==> config.mk <==
export PLATFORM = sky130hd
export DESIGN_NAME = sync_timed_raster_span_generator_flat
export DESIGN_NICKNAME = d
export VERILOG_FILES = /design/src/hdl/stsg_pkg.sv /design/src/hdl/stsg_if.sv /design/src/hdl/sync_timed_raster_span_generator.sv /design/src/hdl/stsg_div.sv /design/src/flat_wrapper.sv
export SDC_FILE = /design/constraint.sdc
export NUM_CORES = 2
export LEC_CHECK = 0
export BUFFER_PORTS_ARGS = -buffer_cell sky130_fd_sc_hd__buf_2
export CAP_MARGIN = 20
export CORE_ASPECT_RATIO = 0.7
export CORE_MARGIN = 5
export CORE_UTILIZATION = 45
export DETAILED_ROUTE_END_ITERATION = 8
export PLACE_DENSITY = 0.66
export SYNTH_ARGS = -nofsm -noshare
export SYNTH_HDL_FRONTEND = slang
export SYNTH_SLANG_ARGS = --single-unit
==> constraint.sdc <==
create_clock -name clk_i -period 16.7 [get_ports clk_i]
set_clock_uncertainty 0.1 [all_clocks]
set_input_delay 0 -clock clk_i [delete_from_list [all_inputs] [get_ports clk_i]]
set_output_delay 0 -clock clk_i [all_outputs]
set_load 0.01 [all_outputs]
==> src/hdl/stsg_pkg.sv <==
package stsg_pkg;

  // Geometry and time base.
  localparam int unsigned LINE_PIXELS = 640;
  localparam int unsigned FRAME_ROWS  = 480;
  localparam int unsigned TIME_BITS   = 48;

  // Port field widths.
  localparam int unsigned EVT_TIME_W = 48;
  localparam int unsigned PIN_W      = 4;
  localparam int unsigned ROW_W      = 16;
  localparam int unsigned COL_W      = 13;
  localparam int unsigned CODE_W     = 8;
  localparam int unsigned LEVEL_W    = 10;

  // Line numbers and level bits.
  localparam logic [PIN_W-1:0] PIN_HBLANK = 4'd8;
  localparam logic [PIN_W-1:0] PIN_VBLANK = 4'd9;
  localparam int unsigned HB_IDX = 8;
  localparam int unsigned VB_IDX = 9;
  localparam logic [LEVEL_W-1:0] HB_BIT   = LEVEL_W'(1 << 8);
  localparam logic [LEVEL_W-1:0] VB_BIT   = LEVEL_W'(1 << 9);
  localparam logic [LEVEL_W-1:0] VID_MASK = LEVEL_W'((1 << 8) - 1);

  // Result kinds.
  localparam logic KIND_SPAN  = 1'b0;
  localparam logic KIND_FRAME = 1'b1;

  // Divider sizing: the quotient is below LINE_PIXELS.
  localparam int unsigned QUOT_W = $clog2(LINE_PIXELS);
  localparam int unsigned LP_W   = $clog2(LINE_PIXELS + 1);
  localparam int unsigned PROD_W = TIME_BITS + LP_W;
  localparam int unsigned CNT_W  = $clog2(QUOT_W + 1);

  typedef logic [TIME_BITS-1:0] time_t;

  typedef struct packed {
    logic  start;
    time_t dividend;
    time_t divisor;
  } div_req_t;

  typedef struct packed {
    logic             done;
    logic [COL_W-1:0] col;
  } div_rsp_t;

endpackage

==> src/hdl/stsg_if.sv <==
interface stsg_in_if;
  logic                          valid;
  logic                          ready;
  logic [stsg_pkg::EVT_TIME_W-1:0] event_time;
  logic [stsg_pkg::PIN_W-1:0]      pin_number;

  modport source (output valid, output event_time, output pin_number, input ready);
  modport sink (input valid, input event_time, input pin_number, output ready);
endinterface

interface stsg_out_if;
  logic                         valid;
  logic                         ready;
  logic                         item_kind;
  logic [stsg_pkg::ROW_W-1:0]   row_index;
  logic [stsg_pkg::COL_W-1:0]   left_pixel;
  logic [stsg_pkg::COL_W-1:0]   right_pixel;
  logic [stsg_pkg::CODE_W-1:0]  video_code;
  logic [stsg_pkg::ROW_W-1:0]   frame_rows;

  modport source (output valid, output item_kind, output row_index, output left_pixel,
                  output right_pixel, output video_code, output frame_rows, input ready);
  modport sink (input valid, input item_kind, input row_index, input left_pixel,
                input right_pixel, input video_code, input frame_rows, output ready);
endinterface

==> src/hdl/sync_timed_raster_span_generator.sv <==
// An item that draws a span runs two column divisions one after the other on the shared
// shift-subtract divider. A frame marker goes straight to the emit state, a span that
// comes out empty returns to idle without a result, and an item with nothing to draw
// leaves the block idle. One item at a time; a finished result waits in the output register.
// Reset is asynchronous and active low and clears all line state and the mode register.
module sync_timed_raster_span_generator (
  input  logic                clk_i,
  input  logic                rst_ni,
  input  logic                cfg_we_i,
  input  logic                cfg_wdata_i,
  stsg_in_if.sink             evt_i,
  stsg_out_if.source          res_o
);

  typedef enum logic [3:0] {
    S_IDLE  = 4'b0001,
    S_LEFT  = 4'b0010,
    S_RIGHT = 4'b0100,
    S_EMIT  = 4'b1000
  } state_e;

  state_e state_q, state_d;

  logic                               mode_q;
  logic [stsg_pkg::LEVEL_W-1:0]       levels_q;
  stsg_pkg::time_t                    last_q, start_q, len_q;
  logic [stsg_pkg::ROW_W-1:0]         row_q, fh_q;

  // Pending result and span job.
  logic                               res_kind_q;
  logic [stsg_pkg::ROW_W-1:0]         res_row_q, res_fh_q;
  logic [stsg_pkg::COL_W-1:0]         res_left_q, res_right_q;
  logic [stsg_pkg::CODE_W-1:0]        res_code_q;
  stsg_pkg::time_t                    e_q, len_job_q;

  // Output register.
  logic                               out_valid_q;
  logic                               o_kind_q;
  logic [stsg_pkg::ROW_W-1:0]         o_row_q, o_fh_q;
  logic [stsg_pkg::COL_W-1:0]         o_left_q, o_right_q;
  logic [stsg_pkg::CODE_W-1:0]        o_code_q;

  stsg_pkg::div_req_t                 div_req;
  stsg_pkg::div_rsp_t                 div_rsp;

  logic                               accept, pin_ok;
  stsg_pkg::time_t                    now, elapsed, span_s, len_eff;
  logic [stsg_pkg::LEVEL_W-1:0]       pin_bit;
  logic                               vb_rise, vb_fall, hb_rise, hb_fall, vid_evt;
  logic                               len_upd, draw_ok, out_load;
  logic [stsg_pkg::ROW_W-1:0]         row_odd, row_step;

  assign now     = evt_i.event_time[stsg_pkg::TIME_BITS-1:0];
  assign accept  = evt_i.valid && evt_i.ready;
  assign pin_ok  = evt_i.pin_number <= stsg_pkg::PIN_VBLANK;
  assign pin_bit = stsg_pkg::LEVEL_W'(1) << evt_i.pin_number;
  assign elapsed = now - start_q;
  assign span_s  = last_q - start_q;

  // Edge decode against the levels held before this toggle.
  assign vb_rise = (evt_i.pin_number == stsg_pkg::PIN_VBLANK) && !levels_q[stsg_pkg::VB_IDX];
  assign vb_fall = (evt_i.pin_number == stsg_pkg::PIN_VBLANK) && levels_q[stsg_pkg::VB_IDX];
  assign hb_rise = (evt_i.pin_number == stsg_pkg::PIN_HBLANK) && !levels_q[stsg_pkg::HB_IDX];
  assign hb_fall = (evt_i.pin_number == stsg_pkg::PIN_HBLANK) && levels_q[stsg_pkg::HB_IDX];
  assign vid_evt = (evt_i.pin_number < stsg_pkg::PIN_HBLANK)
                   && ((levels_q & (stsg_pkg::HB_BIT | stsg_pkg::VB_BIT)) == '0);

  assign row_odd  = mode_q ? (row_q | stsg_pkg::ROW_W'(1)) : row_q;
  assign row_step = row_q + (mode_q ? stsg_pkg::ROW_W'(2) : stsg_pkg::ROW_W'(1));

  // The line length is only measured on rows after row 0 that lie inside the previous frame.
  assign len_upd = hb_rise && (row_q != '0) && (row_q < fh_q);
  assign len_eff = len_upd ? elapsed : len_q;
  assign draw_ok = (hb_rise || vid_evt)
                   && (((levels_q & stsg_pkg::VID_MASK) != '0) || mode_q)
                   && (len_eff != '0)
                   && (row_q < stsg_pkg::ROW_W'(stsg_pkg::FRAME_ROWS));

  assign div_req.start    = (accept && pin_ok && draw_ok)
                            || (state_q == S_LEFT && div_rsp.done);
  assign div_req.dividend = (state_q == S_LEFT) ? e_q : span_s;
  assign div_req.divisor  = (state_q == S_LEFT) ? len_job_q : len_eff;

  stsg_div u_div (
    .clk_i  (clk_i),
    .rst_ni (rst_ni),
    .req_i  (div_req),
    .rsp_o  (div_rsp)
  );

  assign out_load = (state_q == S_EMIT) && (!out_valid_q || res_o.ready);

  always_comb begin
    state_d = state_q;
    case (state_q)
      S_IDLE: begin
        if (accept && pin_ok) begin
          if (vb_rise) begin
            state_d = S_EMIT;
          end else if (draw_ok) begin
            state_d = S_LEFT;
          end
        end
      end
      S_LEFT: begin
        if (div_rsp.done) begin
          state_d = S_RIGHT;
        end
      end
      S_RIGHT: begin
        if (div_rsp.done) begin
          state_d = (res_left_q < div_rsp.col) ? S_EMIT : S_IDLE;
        end
      end
      S_EMIT: begin
        if (out_load) begin
          state_d = S_IDLE;
        end
      end
      default: begin
        state_d = S_IDLE;
      end
    endcase
  end

  always_ff @(posedge clk_i or negedge rst_ni) begin
    if (!rst_ni) begin
      state_q     <= S_IDLE;
      mode_q      <= 1'b0;
      levels_q    <= '0;
      last_q      <= '0;
      start_q     <= '0;
      len_q       <= '0;
      row_q       <= '0;
      fh_q        <= '0;
      out_valid_q <= 1'b0;
    end else begin
      state_q <= state_d;
      if (cfg_we_i) begin
        mode_q <= cfg_wdata_i;
      end
      if (accept && pin_ok) begin
        levels_q <= levels_q ^ pin_bit;
        last_q   <= now;
        if (vb_rise) begin
          row_q <= row_odd;
          fh_q  <= row_odd;
        end else if (hb_rise) begin
          len_q <= len_eff;
          row_q <= row_step;
        end else if (vb_fall) begin
          row_q <= (mode_q && (elapsed > len_q)) ? stsg_pkg::ROW_W'(1) : '0;
        end else if (hb_fall) begin
          start_q <= now;
        end
      end
      if (out_load) begin
        out_valid_q <= 1'b1;
      end else if (res_o.ready) begin
        out_valid_q <= 1'b0;
      end
    end
  end

  always_ff @(posedge clk_i) begin
    if (state_q == S_IDLE && accept && pin_ok) begin
      if (vb_rise) begin
        res_kind_q  <= stsg_pkg::KIND_FRAME;
        res_row_q   <= '0;
        res_left_q  <= '0;
        res_right_q <= '0;
        res_code_q  <= '0;
        res_fh_q    <= row_odd;
      end else begin
        res_kind_q <= stsg_pkg::KIND_SPAN;
        res_row_q  <= row_q;
        res_code_q <= levels_q[stsg_pkg::CODE_W-1:0];
        res_fh_q   <= fh_q;
        e_q        <= elapsed;
        len_job_q  <= len_eff;
      end
    end
    if (state_q == S_LEFT && div_rsp.done) begin
      res_left_q <= div_rsp.col;
    end
    if (state_q == S_RIGHT && div_rsp.done) begin
      res_right_q <= div_rsp.col;
    end
    if (out_load) begin
      o_kind_q  <= res_kind_q;
      o_row_q   <= res_row_q;
      o_left_q  <= res_left_q;
      o_right_q <= res_right_q;
      o_code_q  <= res_code_q;
      o_fh_q    <= res_fh_q;
    end
  end

  assign evt_i.ready       = (state_q == S_IDLE);
  assign res_o.valid       = out_valid_q;
  assign res_o.item_kind   = o_kind_q;
  assign res_o.row_index   = o_row_q;
  assign res_o.left_pixel  = o_left_q;
  assign res_o.right_pixel = o_right_q;
  assign res_o.video_code  = o_code_q;
  assign res_o.frame_rows  = o_fh_q;

`ifndef SYNTHESIS
  a_span_cols: assert property (@(posedge clk_i) disable iff (!rst_ni)
    out_valid_q && o_kind_q == stsg_pkg::KIND_SPAN |->
      o_left_q < o_right_q && o_right_q <= stsg_pkg::COL_W'(stsg_pkg::LINE_PIXELS))
    else $error("span columns out of order or beyond the line");

  a_span_row: assert property (@(posedge clk_i) disable iff (!rst_ni)
    out_valid_q && o_kind_q == stsg_pkg::KIND_SPAN |->
      o_row_q < stsg_pkg::ROW_W'(stsg_pkg::FRAME_ROWS))
    else $error("span row beyond the frame");

  a_marker_zero: assert property (@(posedge clk_i) disable iff (!rst_ni)
    out_valid_q && o_kind_q == stsg_pkg::KIND_FRAME |->
      o_row_q == '0 && o_left_q == '0 && o_right_q == '0 && o_code_q == '0)
    else $error("frame marker carries span fields");

  a_left_then_right: assert property (@(posedge clk_i) disable iff (!rst_ni)
    state_q == S_LEFT && div_rsp.done |=> state_q == S_RIGHT)
    else $error("right column division did not follow the left one");

  a_load_from_emit: assert property (@(posedge clk_i) disable iff (!rst_ni)
    $rose(out_valid_q) |-> $past(state_q == S_EMIT))
    else $error("output loaded outside the emit state");
`endif

endmodule

==> src/hdl/stsg_div.sv <==
module stsg_div (
  input  logic               clk_i,
  input  logic               rst_ni,
  input  stsg_pkg::div_req_t req_i,
  output stsg_pkg::div_rsp_t rsp_o
);

  typedef enum logic [3:0] {
    D_IDLE = 4'b0001,
    D_MUL  = 4'b0010,
    D_LOAD = 4'b0100,
    D_STEP = 4'b1000
  } dstate_e;

  dstate_e dstate_q, dstate_d;
  logic [stsg_pkg::CNT_W-1:0]     cnt_q, cnt_d;
  logic                           done_q, done_d;
  stsg_pkg::time_t                a_q, len_q, rem_q;
  logic                           sat_q;
  logic [stsg_pkg::PROD_W-1:0]    prod_q;
  logic [stsg_pkg::QUOT_W-1:0]    lo_q, quot_q;
  logic [stsg_pkg::TIME_BITS:0]   trial, diff;
  logic                           fits;
  stsg_pkg::time_t                rem_next;

  // One restoring step: the partial remainder stays below the divisor.
  assign trial    = {rem_q, lo_q[stsg_pkg::QUOT_W-1]};
  assign fits     = trial >= {1'b0, len_q};
  assign diff     = trial - {1'b0, len_q};
  assign rem_next = fits ? diff[stsg_pkg::TIME_BITS-1:0] : trial[stsg_pkg::TIME_BITS-1:0];

  always_comb begin
    dstate_d = dstate_q;
    cnt_d    = cnt_q;
    done_d   = 1'b0;
    case (dstate_q)
      D_IDLE: begin
        if (req_i.start) begin
          dstate_d = D_MUL;
        end
      end
      D_MUL: begin
        dstate_d = D_LOAD;
      end
      D_LOAD: begin
        dstate_d = D_STEP;
        cnt_d    = stsg_pkg::CNT_W'(stsg_pkg::QUOT_W);
      end
      D_STEP: begin
        cnt_d = cnt_q - 1'b1;
        if (cnt_q == stsg_pkg::CNT_W'(1)) begin
          dstate_d = D_IDLE;
          done_d   = 1'b1;
        end
      end
      default: begin
        dstate_d = D_IDLE;
      end
    endcase
  end

  always_ff @(posedge clk_i or negedge rst_ni) begin
    if (!rst_ni) begin
      dstate_q <= D_IDLE;
      cnt_q    <= '0;
      done_q   <= 1'b0;
    end else begin
      dstate_q <= dstate_d;
      cnt_q    <= cnt_d;
      done_q   <= done_d;
    end
  end

  always_ff @(posedge clk_i) begin
    case (dstate_q)
      D_IDLE: begin
        if (req_i.start) begin
          a_q   <= req_i.dividend;
          len_q <= req_i.divisor;
          sat_q <= req_i.dividend >= req_i.divisor;
        end
      end
      D_MUL: begin
        prod_q <= stsg_pkg::PROD_W'(a_q) * stsg_pkg::PROD_W'(stsg_pkg::LINE_PIXELS);
      end
      D_LOAD: begin
        rem_q  <= stsg_pkg::TIME_BITS'(prod_q >> stsg_pkg::QUOT_W);
        lo_q   <= prod_q[stsg_pkg::QUOT_W-1:0];
        quot_q <= '0;
      end
      D_STEP: begin
        rem_q  <= rem_next;
        lo_q   <= {lo_q[stsg_pkg::QUOT_W-2:0], 1'b0};
        quot_q <= {quot_q[stsg_pkg::QUOT_W-2:0], fits};
      end
      default: begin
        rem_q <= rem_q;
      end
    endcase
  end

  assign rsp_o.done = done_q;
  assign rsp_o.col  = sat_q ? stsg_pkg::COL_W'(stsg_pkg::LINE_PIXELS)
                            : stsg_pkg::COL_W'(quot_q);

endmodule

==> src/flat_wrapper.sv <==
// flat-port wrapper written by rule: the top's interface ports become plain ports
module sync_timed_raster_span_generator_flat 
  (clk_i, rst_ni, cfg_we_i, cfg_wdata_i, evt_i_valid, evt_i_event_time, evt_i_pin_number, evt_i_ready, res_o_valid, res_o_item_kind, res_o_row_index, res_o_left_pixel, res_o_right_pixel, res_o_video_code, res_o_frame_rows, res_o_ready);
  stsg_in_if evt_i_i ();
  stsg_out_if res_o_i ();
  input  logic clk_i;
  input  logic rst_ni;
  input  logic cfg_we_i;
  input  logic cfg_wdata_i;
  input wire logic [$bits(evt_i_i.valid)-1:0] evt_i_valid;
  input wire logic [$bits(evt_i_i.event_time)-1:0] evt_i_event_time;
  input wire logic [$bits(evt_i_i.pin_number)-1:0] evt_i_pin_number;
  output wire logic [$bits(evt_i_i.ready)-1:0] evt_i_ready;
  output wire logic [$bits(res_o_i.valid)-1:0] res_o_valid;
  output wire logic [$bits(res_o_i.item_kind)-1:0] res_o_item_kind;
  output wire logic [$bits(res_o_i.row_index)-1:0] res_o_row_index;
  output wire logic [$bits(res_o_i.left_pixel)-1:0] res_o_left_pixel;
  output wire logic [$bits(res_o_i.right_pixel)-1:0] res_o_right_pixel;
  output wire logic [$bits(res_o_i.video_code)-1:0] res_o_video_code;
  output wire logic [$bits(res_o_i.frame_rows)-1:0] res_o_frame_rows;
  input wire logic [$bits(res_o_i.ready)-1:0] res_o_ready;
  assign evt_i_i.valid = evt_i_valid;
  assign evt_i_i.event_time = evt_i_event_time;
  assign evt_i_i.pin_number = evt_i_pin_number;
  assign evt_i_ready = evt_i_i.ready;
  assign res_o_valid = res_o_i.valid;
  assign res_o_item_kind = res_o_i.item_kind;
  assign res_o_row_index = res_o_i.row_index;
  assign res_o_left_pixel = res_o_i.left_pixel;
  assign res_o_right_pixel = res_o_i.right_pixel;
  assign res_o_video_code = res_o_i.video_code;
  assign res_o_frame_rows = res_o_i.frame_rows;
  assign res_o_i.ready = res_o_ready;
  sync_timed_raster_span_generator u_core (.clk_i(clk_i), .rst_ni(rst_ni), .cfg_we_i(cfg_we_i), .cfg_wdata_i(cfg_wdata_i), .evt_i(evt_i_i), .res_o(res_o_i));
endmodule
=== Word level (Yosys, flattened, before mapping) ===
Cells that the tools add are included.

* $add $sub $neg: 5
* Multiply operators: 1
* $lt $le $gt $ge: 8
* Equality and inequality tests: 18
* Shift-type cells: 1
* Muxes and demuxes: 36
* Bitwise gates (word level): 4
* Reductions and logical operators: 46

{| class="wikitable"
|+ Operators by type and width
! cell !! count
|-
| $mux W48 || 4
|-
| $sub A48 B48 Y48 || 3
|-
| $pmux W48 S2 || 1
|-
| $mux W16 || 4
|-
| $mux W13 || 4
|-
| $mul A48 B3 Y51 const B || 1
|-
| $ge A49 B48 Y1 || 1
|-
| $ge A48 B48 Y1 || 1
|-
| $gt A48 B48 Y1 || 1
|-
| $reduce_bool A48 Y1 || 1
|-
| $pmux W10 S2 || 2
|-
| $mux W4 || 9
|-
| $pmux W4 S4 || 2
|-
| $logic_and A1 B1 Y1 || 19
|-
| $add A16 B2 Y16 || 1
|-
| $eq A4 B4 Y1 const B || 4
|-
| $lt A16 B16 Y1 || 1
|-
| $lt A16 B9 Y1 const B || 1
|-
| $reduce_bool A16 Y1 || 1
|-
| $lt A13 B10 Y1 || 1
|-
| $eq A4 B1 Y1 const B || 3
|-
| $reduce_and A2 Y1 || 6
|-
| $reduce_bool A2 Y1 || 6
|-
| $logic_not A10 Y1 || 1
|-
| 21 further kinds || 41
|}

* Register bits: 647
* Input bits: 58

=== Longest topological paths before layout ===
* Word-level depth: 12
* Depth in mapped cells: 29

=== By module ===
From an unflattened synthesis, not the netlist that was laid out.

* Cell total of the unflattened synthesis: 3955
* Area total of the unflattened synthesis: 38974.9 um^2

{| class="wikitable"
|+ Modules (own cells, without submodules)
! module !! times used !! cells an instance !! area an instance (um^2) !! seq. area each (um^2)
|-
| sync_timed_raster_span_generator || 1 || 2539 || 24146.9 || 11712.5
|-
| stsg_div || 1 || 1416 || 14828.0 || 6502.5
|}

=== Least setup slack after synthesis ===
OpenSTA, ideal clock, no wires.

* Path type: reg-to-reg
* Start: register u_core.start_q[1]
* End: register u_core.u_div.a_q[0], enable pin
* Arrival: 7.812 ns
* Required time: 16.015 ns
* Setup slack: 8.203 ns
* Cell stages (with the launch flop): 15
* Period minus slack after synthesis: 8.497 ns
* Cells stage by stage: dfrtp_1 -> inv_1 -> ha_1 -> nor2b_1 -> o2111ai_1 -> and4_1 -> o311ai_1 -> a31oi_1 -> o41a_1 -> o41ai_1 -> xor2_1 -> a21oi_1 -> nand4_1 -> o31ai_2 -> a21oi_1

* Cells in the longest elaborated chain, start to end: 8

{| class="wikitable"
|+ Ends and longest elaborated chain
! element !! RTL line !! RTL
|-
| start: declaration || sync_timed_raster_span_generator.sv:26 || <nowiki>stsg_pkg::time_t last_q, start_q, len_q;</nowiki>
|-
| start signal: assignment || sync_timed_raster_span_generator.sv:154 || <nowiki>start_q <= now;</nowiki>
|-
| $sub A48 B48 Y48 || sync_timed_raster_span_generator.sv:57 || <nowiki>assign elapsed = now - start_q;</nowiki>
|-
| named net u_core.elapsed[45] || sync_timed_raster_span_generator.sv:47 || <nowiki>stsg_pkg::time_t now, elapsed, span_s, len_eff;</nowiki>
|-
| $mux W48 || sync_timed_raster_span_generator.sv:73 || <nowiki>assign len_eff = len_upd ? elapsed : len_q;</nowiki>
|-
| $reduce_bool A48 Y1 || sync_timed_raster_span_generator.sv:76 || <nowiki>&& (len_eff != '0)</nowiki>
|-
| $logic_and A1 B1 Y1 || sync_timed_raster_span_generator.sv:76 ||
|-
| $logic_and A1 B1 Y1 || sync_timed_raster_span_generator.sv:77 || <nowiki>&& (row_q < stsg_pkg::ROW_W'(stsg_pkg::FRAME_ROWS));</nowiki>
|-
| $logic_and A1 B1 Y1 || sync_timed_raster_span_generator.sv:79 || <nowiki>assign div_req.start = (accept && pin_ok && draw_ok)</nowiki>
|-
| $logic_or A1 B1 Y1 || sync_timed_raster_span_generator.sv:80 || <nowiki>|| (state_q == S_LEFT && div_rsp.done);</nowiki>
|-
| $reduce_and A2 Y1 (no source line) || -- ||
|-
| end signal: assignment || stsg_div.sv:78 || <nowiki>a_q <= req_i.dividend;</nowiki>
|-
| end: declaration || stsg_div.sv:18 || <nowiki>stsg_pkg::time_t a_q, len_q, rem_q;</nowiki>
|}

The timed path passes the listed nets, and every way through them passes these cells.
A chain may end at the register's enable or synchronous reset.

=== Worst setup path after layout ===
* Start: register u_core.row_q[1] in the netlist's numbering
* End: register u_core.u_div.a_q[43], enable pin

* Cells in the longest elaborated chain, start to end: 10

{| class="wikitable"
|+ Ends and longest elaborated chain
! element !! RTL line !! RTL
|-
| start: declaration || sync_timed_raster_span_generator.sv:27 || <nowiki>logic [stsg_pkg::ROW_W-1:0] row_q, fh_q;</nowiki>
|-
| start signal: assignment || sync_timed_raster_span_generator.sv:146 || <nowiki>row_q <= row_odd;</nowiki>
|-
| start signal: assignment || sync_timed_raster_span_generator.sv:150 || <nowiki>row_q <= row_step;</nowiki>
|-
| start signal: assignment || sync_timed_raster_span_generator.sv:152 || <nowiki>row_q <= (mode_q && (elapsed > len_q)) ? stsg_pkg::ROW_W'(1) : '0;</nowiki>
|-
| parallel branches: the longest is 2 deep, another holds $lt A16 B16 Y1 || -- ||
|-
| $logic_and A1 B1 Y1 * || sync_timed_raster_span_generator.sv:72 || <nowiki>assign len_upd = hb_rise && (row_q != '0) && (row_q < fh_q);</nowiki>
|-
| $mux W48 * || sync_timed_raster_span_generator.sv:73 ||
|-
| named net u_core.len_eff[25] || sync_timed_raster_span_generator.sv:47 ||
|-
| $reduce_bool A48 Y1 * || sync_timed_raster_span_generator.sv:76 ||
|-
| $logic_and A1 B1 Y1 * || sync_timed_raster_span_generator.sv:76 ||
|-
| $logic_and A1 B1 Y1 * || sync_timed_raster_span_generator.sv:77 ||
|-
| $logic_and A1 B1 Y1 * || sync_timed_raster_span_generator.sv:79 ||
|-
| $logic_or A1 B1 Y1 * || sync_timed_raster_span_generator.sv:80 ||
|-
| $reduce_and A2 Y1 (no source line) * || -- ||
|}

Mark *: on every way through the listed nets, which the timed path passes.

==> impl_results.md <==
* Status: finished clean
* Total congestion overflow at 0
* Routed vias at about 29,000
* DR iter-0 viols at 2,866
* R2R Setup Slk at around 10 ns
* Post-synth top area share at 33.6%
* Post-synthesis cell area at roughly 38,000 µm²
* Largest net degree at the start of global routing at 93
* Max transition margin at between 20% and 30%
* Area after DPL at between 30,000 and 40,000 µm²
* CTS buffer count at 59
* TritonCTS clock tree: yes
* Synth area leader: edfxtp_1
* GP Congestion at about 0.97
* Remaining antenna violation count at 0
* Post-synth EDFFs at roughly 430
* Hold_ws at approximately 0.036 ns
* Max incr delay on CP at 0.71 ns
* First-pass GRT wire length at between 150,000 and 200,000 µm
* Setup TNS Final at 0 ns
* Clk root buf: clkbuf_16
* Asr flop ratio synth at between 30% and 40%
* Fmax at about 160 MHz
* Setup repair after global routing missed its margin: false
* Vias in the first global route at 27,500
* Clock Latency Late Sink at 0.65 ns
* Synth area leaders: edfxtp_1 34%, dfrtp_1 13%, ha_1 12%
* Crit path capture type: flip-flop
* Clock slew at reported path FFs at ~0.060 ns
* Layout cells sized above 1 at under 10%
* Hold wc startpoint: evt_i_event_time[44]
* Fin nets at 4,407
* I/O pin total at 127
* Power density cells at around 160 nW/µm²
* Static Leak at ~19 nW
* Cell mode on critical path: buf_4
* CTS Buffer Depth at 3
* # H-tree levels at 2
* Syn Inst Count at 3,814
* Worst vdd ir at 109 µV
* Crit-path max FO at between 70 and 80
* Syn avg cell area at 10.0 µm²
* Reg2Reg Launch Point: u_core.row_q[1]
* Final Cycle Share at between 30% and 40%
* Drt drc at 0
* Synth Flop Type: edfxtp_1
* Hold Path Class: input pin to flip-flop
* Fin crit period at ~6.4 ns
* # Max-Cap Violations at 0
* Yosys cell types at 100
* Vias per cell at between 5 and 6
* # clock sinks at 628
* Initial Utilization at 45.3%
* CP delay by family, top: compound AO/OA/AOI/OAI gates
* Worst Setup Path Type: flip-flop to flip-flop
* Final wirelength at 97,900 µm
* GR Util All Layers at about 21%
* Synth Warn # at 0
* Die area at between 90,000 and 100,000 µm²
* Drt pass-1 iters at 5
* Worst EP required at 16.92 ns
* Filler cells at 7,640
* Final std cells w/o fill at 5,173
* Yosys reg bits at about 630
* P&R area growth vs syn at 12.2%
* Buf+Inv Stages, Crit Path at 4
* Placed insts at around 5,000
* Routed len/inst at approximately 19 µm
* DP HPWL at around 73,000 µm
* # setup viols final at 0
* IO buf count at 120
* Initial antenna violation count at 3
* Die Height at approximately 250 µm
* Least-Margin Pin Slew at roughly 1.2 ns
* Die width at 358 µm
* CP startpoint kind: flip-flop
* Pins Over Slew Limit at 0
* Final Hold Vio Count at 0
* Worst-path cell chain: ha_1 > a2111oi_0 > nor4_1 > o311ai_1 > and2_2 > buf_4 > mux2_2 > or3_2 > nor4_2 > nand4_1 > o31ai_2 > buf_4 > a21oi_4 > buf_4 > buf_16
* Critical path's slowest cell: a2111oi_0
* Rows at 89
* Core area at 84,200 µm²
* Design area at 42,800 µm²
* Seq/Total Area, Yosys at approximately 47%
* Critical Path Start: u_core.row_q[1]
* Critical Path AT at ~6.7 ns
==> state kept, by name, indices dropped and copies added, names as in the netlist, 16 cells and up <==
register and count:
u_core.len_q 48, u_core.res_o.frame_rows 16, u_core.start_q 48, u_core.res_fh_q 16, u_core.last_q 48, u_core.res_row_q 16, u_core.u_div.len_q 48, u_core.u_div.a_q 48
u_core.u_div.prod_q 51, u_core.len_job_q 48, u_core.e_q 48, u_core.res_o.row_index 16, u_core.row_q 16, u_core.u_div.rem_q 48, u_core.fh_q 16
==> cells in the final DEF (no fill, tap or decap), types with 47 or more instances in the layout <==
cell,count
a21o_1,121
clkbuf_16,63
buf_2,119
xor2_1,75
dfrtp_1,199
and2_1,50
ha_1,359
edfxtp_1,427
nand2_1,477
o21ai_0,300
nor2_1,236
a21oi_1,278
dlygate4sd3_1,81
nand4_1,53
mux2_2,51
nand3_1,47
xnor2_1,115
inv_1,315
==> report_power, final <==
group | internal (W) | switching (W) | leakage, nW
clock network | 0.000805 | 0.000619 | 0.988
logic | 0.00131 | 0.00204 | 11.1
registers | 0.00204 | 0.000113 | 6.53
total | 0.00416 | 0.00277 | 18.7
==> cell families (layout without fill, tap and decap cells) <==
group	count (synthesis)	count (layout)	synth area share, %
fa+ha+maj	364	364	12.0
compound gates	989	989	16.2
other cells	1	7	0.00983
flops	628	628	46.8
mux	87	87	2.45
xor+xnor	190	190	4.36
simple gates	1108	1108	13.4
buf+inv	447	663	4.75
==> routing by layer <==
layer | GRT usage (%) | part of all wire (%)
met3 | 5.58 | 9.0
met1 | 33.0 | 49
met2 | 30.8 | 41
met5 | 0 | 0
met4 | 3.62 | 1.5
==> tightest hold or removal path, cell delays in order <==
cell,delay [ns]
dlygate4sd3_1,0.51
buf_2,0.12
nand2_1,0.05
nand2_1,0.06
==> path summary, 6_finish.rpt <==
kind / to / cells after the start
max in group asynchronous: u_core.len_q[47] / 4
setup / recovery: u_core.u_div.a_q[43] / 15
min in group asynchronous: u_core.state_q[0] / 3
hold / removal: u_core.last_q[44] / 4
setup reg to reg: u_core.u_div.a_q[43] / 15
hold reg to reg: u_core.res_o.right_pixel[8] / 0
==> through the flow <==
stage / setup slack, ns / utilization [%] / power [W]
after floorplan: 8.20 / - / 0.00449
after global placement: 10.33 / 47.4 / 0.00536
after detailed placement: 10.28 / 47.4 / 0.00541
after CTS: 10.26 / 50.8 / 0.00691
after global routing: 9.83 / 50.9 / 0.00744
final: 10.26 / 50.9 / 0.00693
==> Yosys cell counts, types with 7 or more instances <==
cell type,number
buf_1,15
nor2_1,239
nand2b_1,43
nor4_1,19
or2_2,11
buf_2,10
or4_1,7
o31a_1,8
nand4_1,53
a21oi_1,279
o21ai_0,300
o21a_1,43
o31ai_1,16
inv_1,315
buf_6,8
nand3b_1,8
xnor2_1,115
edfxtp_1,427
o21bai_1,32
and4_1,9
or3_1,12
buf_4,13
a211o_1,9
dfrtp_1,199
a31o_2,7
a2111oi_0,9
ha_1,359
mux2i_1,36
and3_1,23
a211oi_1,13
nor3_1,44
and2_1,51
a31oi_1,25
nand2_1,480
a21o_1,121
nor2b_1,40
xor2_1,75
clkbuf_1,83
o2111ai_1,13
nand3_1,48
mux2_2,51
o211ai_1,26
==> cell type report <==
cell class                 count  area [µm²]  share of cell area (%)
inverter                     317        1190                    2.78
clock inverter                32         339                   0.792
antenna                        1        2.50                 0.00584
timing repair buffer         235        1740                    4.06
clock buffer                  79        1690                    3.94
multi-input combinational   2744       18600                    43.4
tap                         1137        1420                    3.32
sequential                   628       17900                    41.7
==> timing repair <==
action                    in CTS  in global routing
setup buffers                  0                  0
hold endpoints to repair     221                  0
gates resized for setup        0                  0
hold buffers                  82                  0
Power figures use the tool's default switching activity.
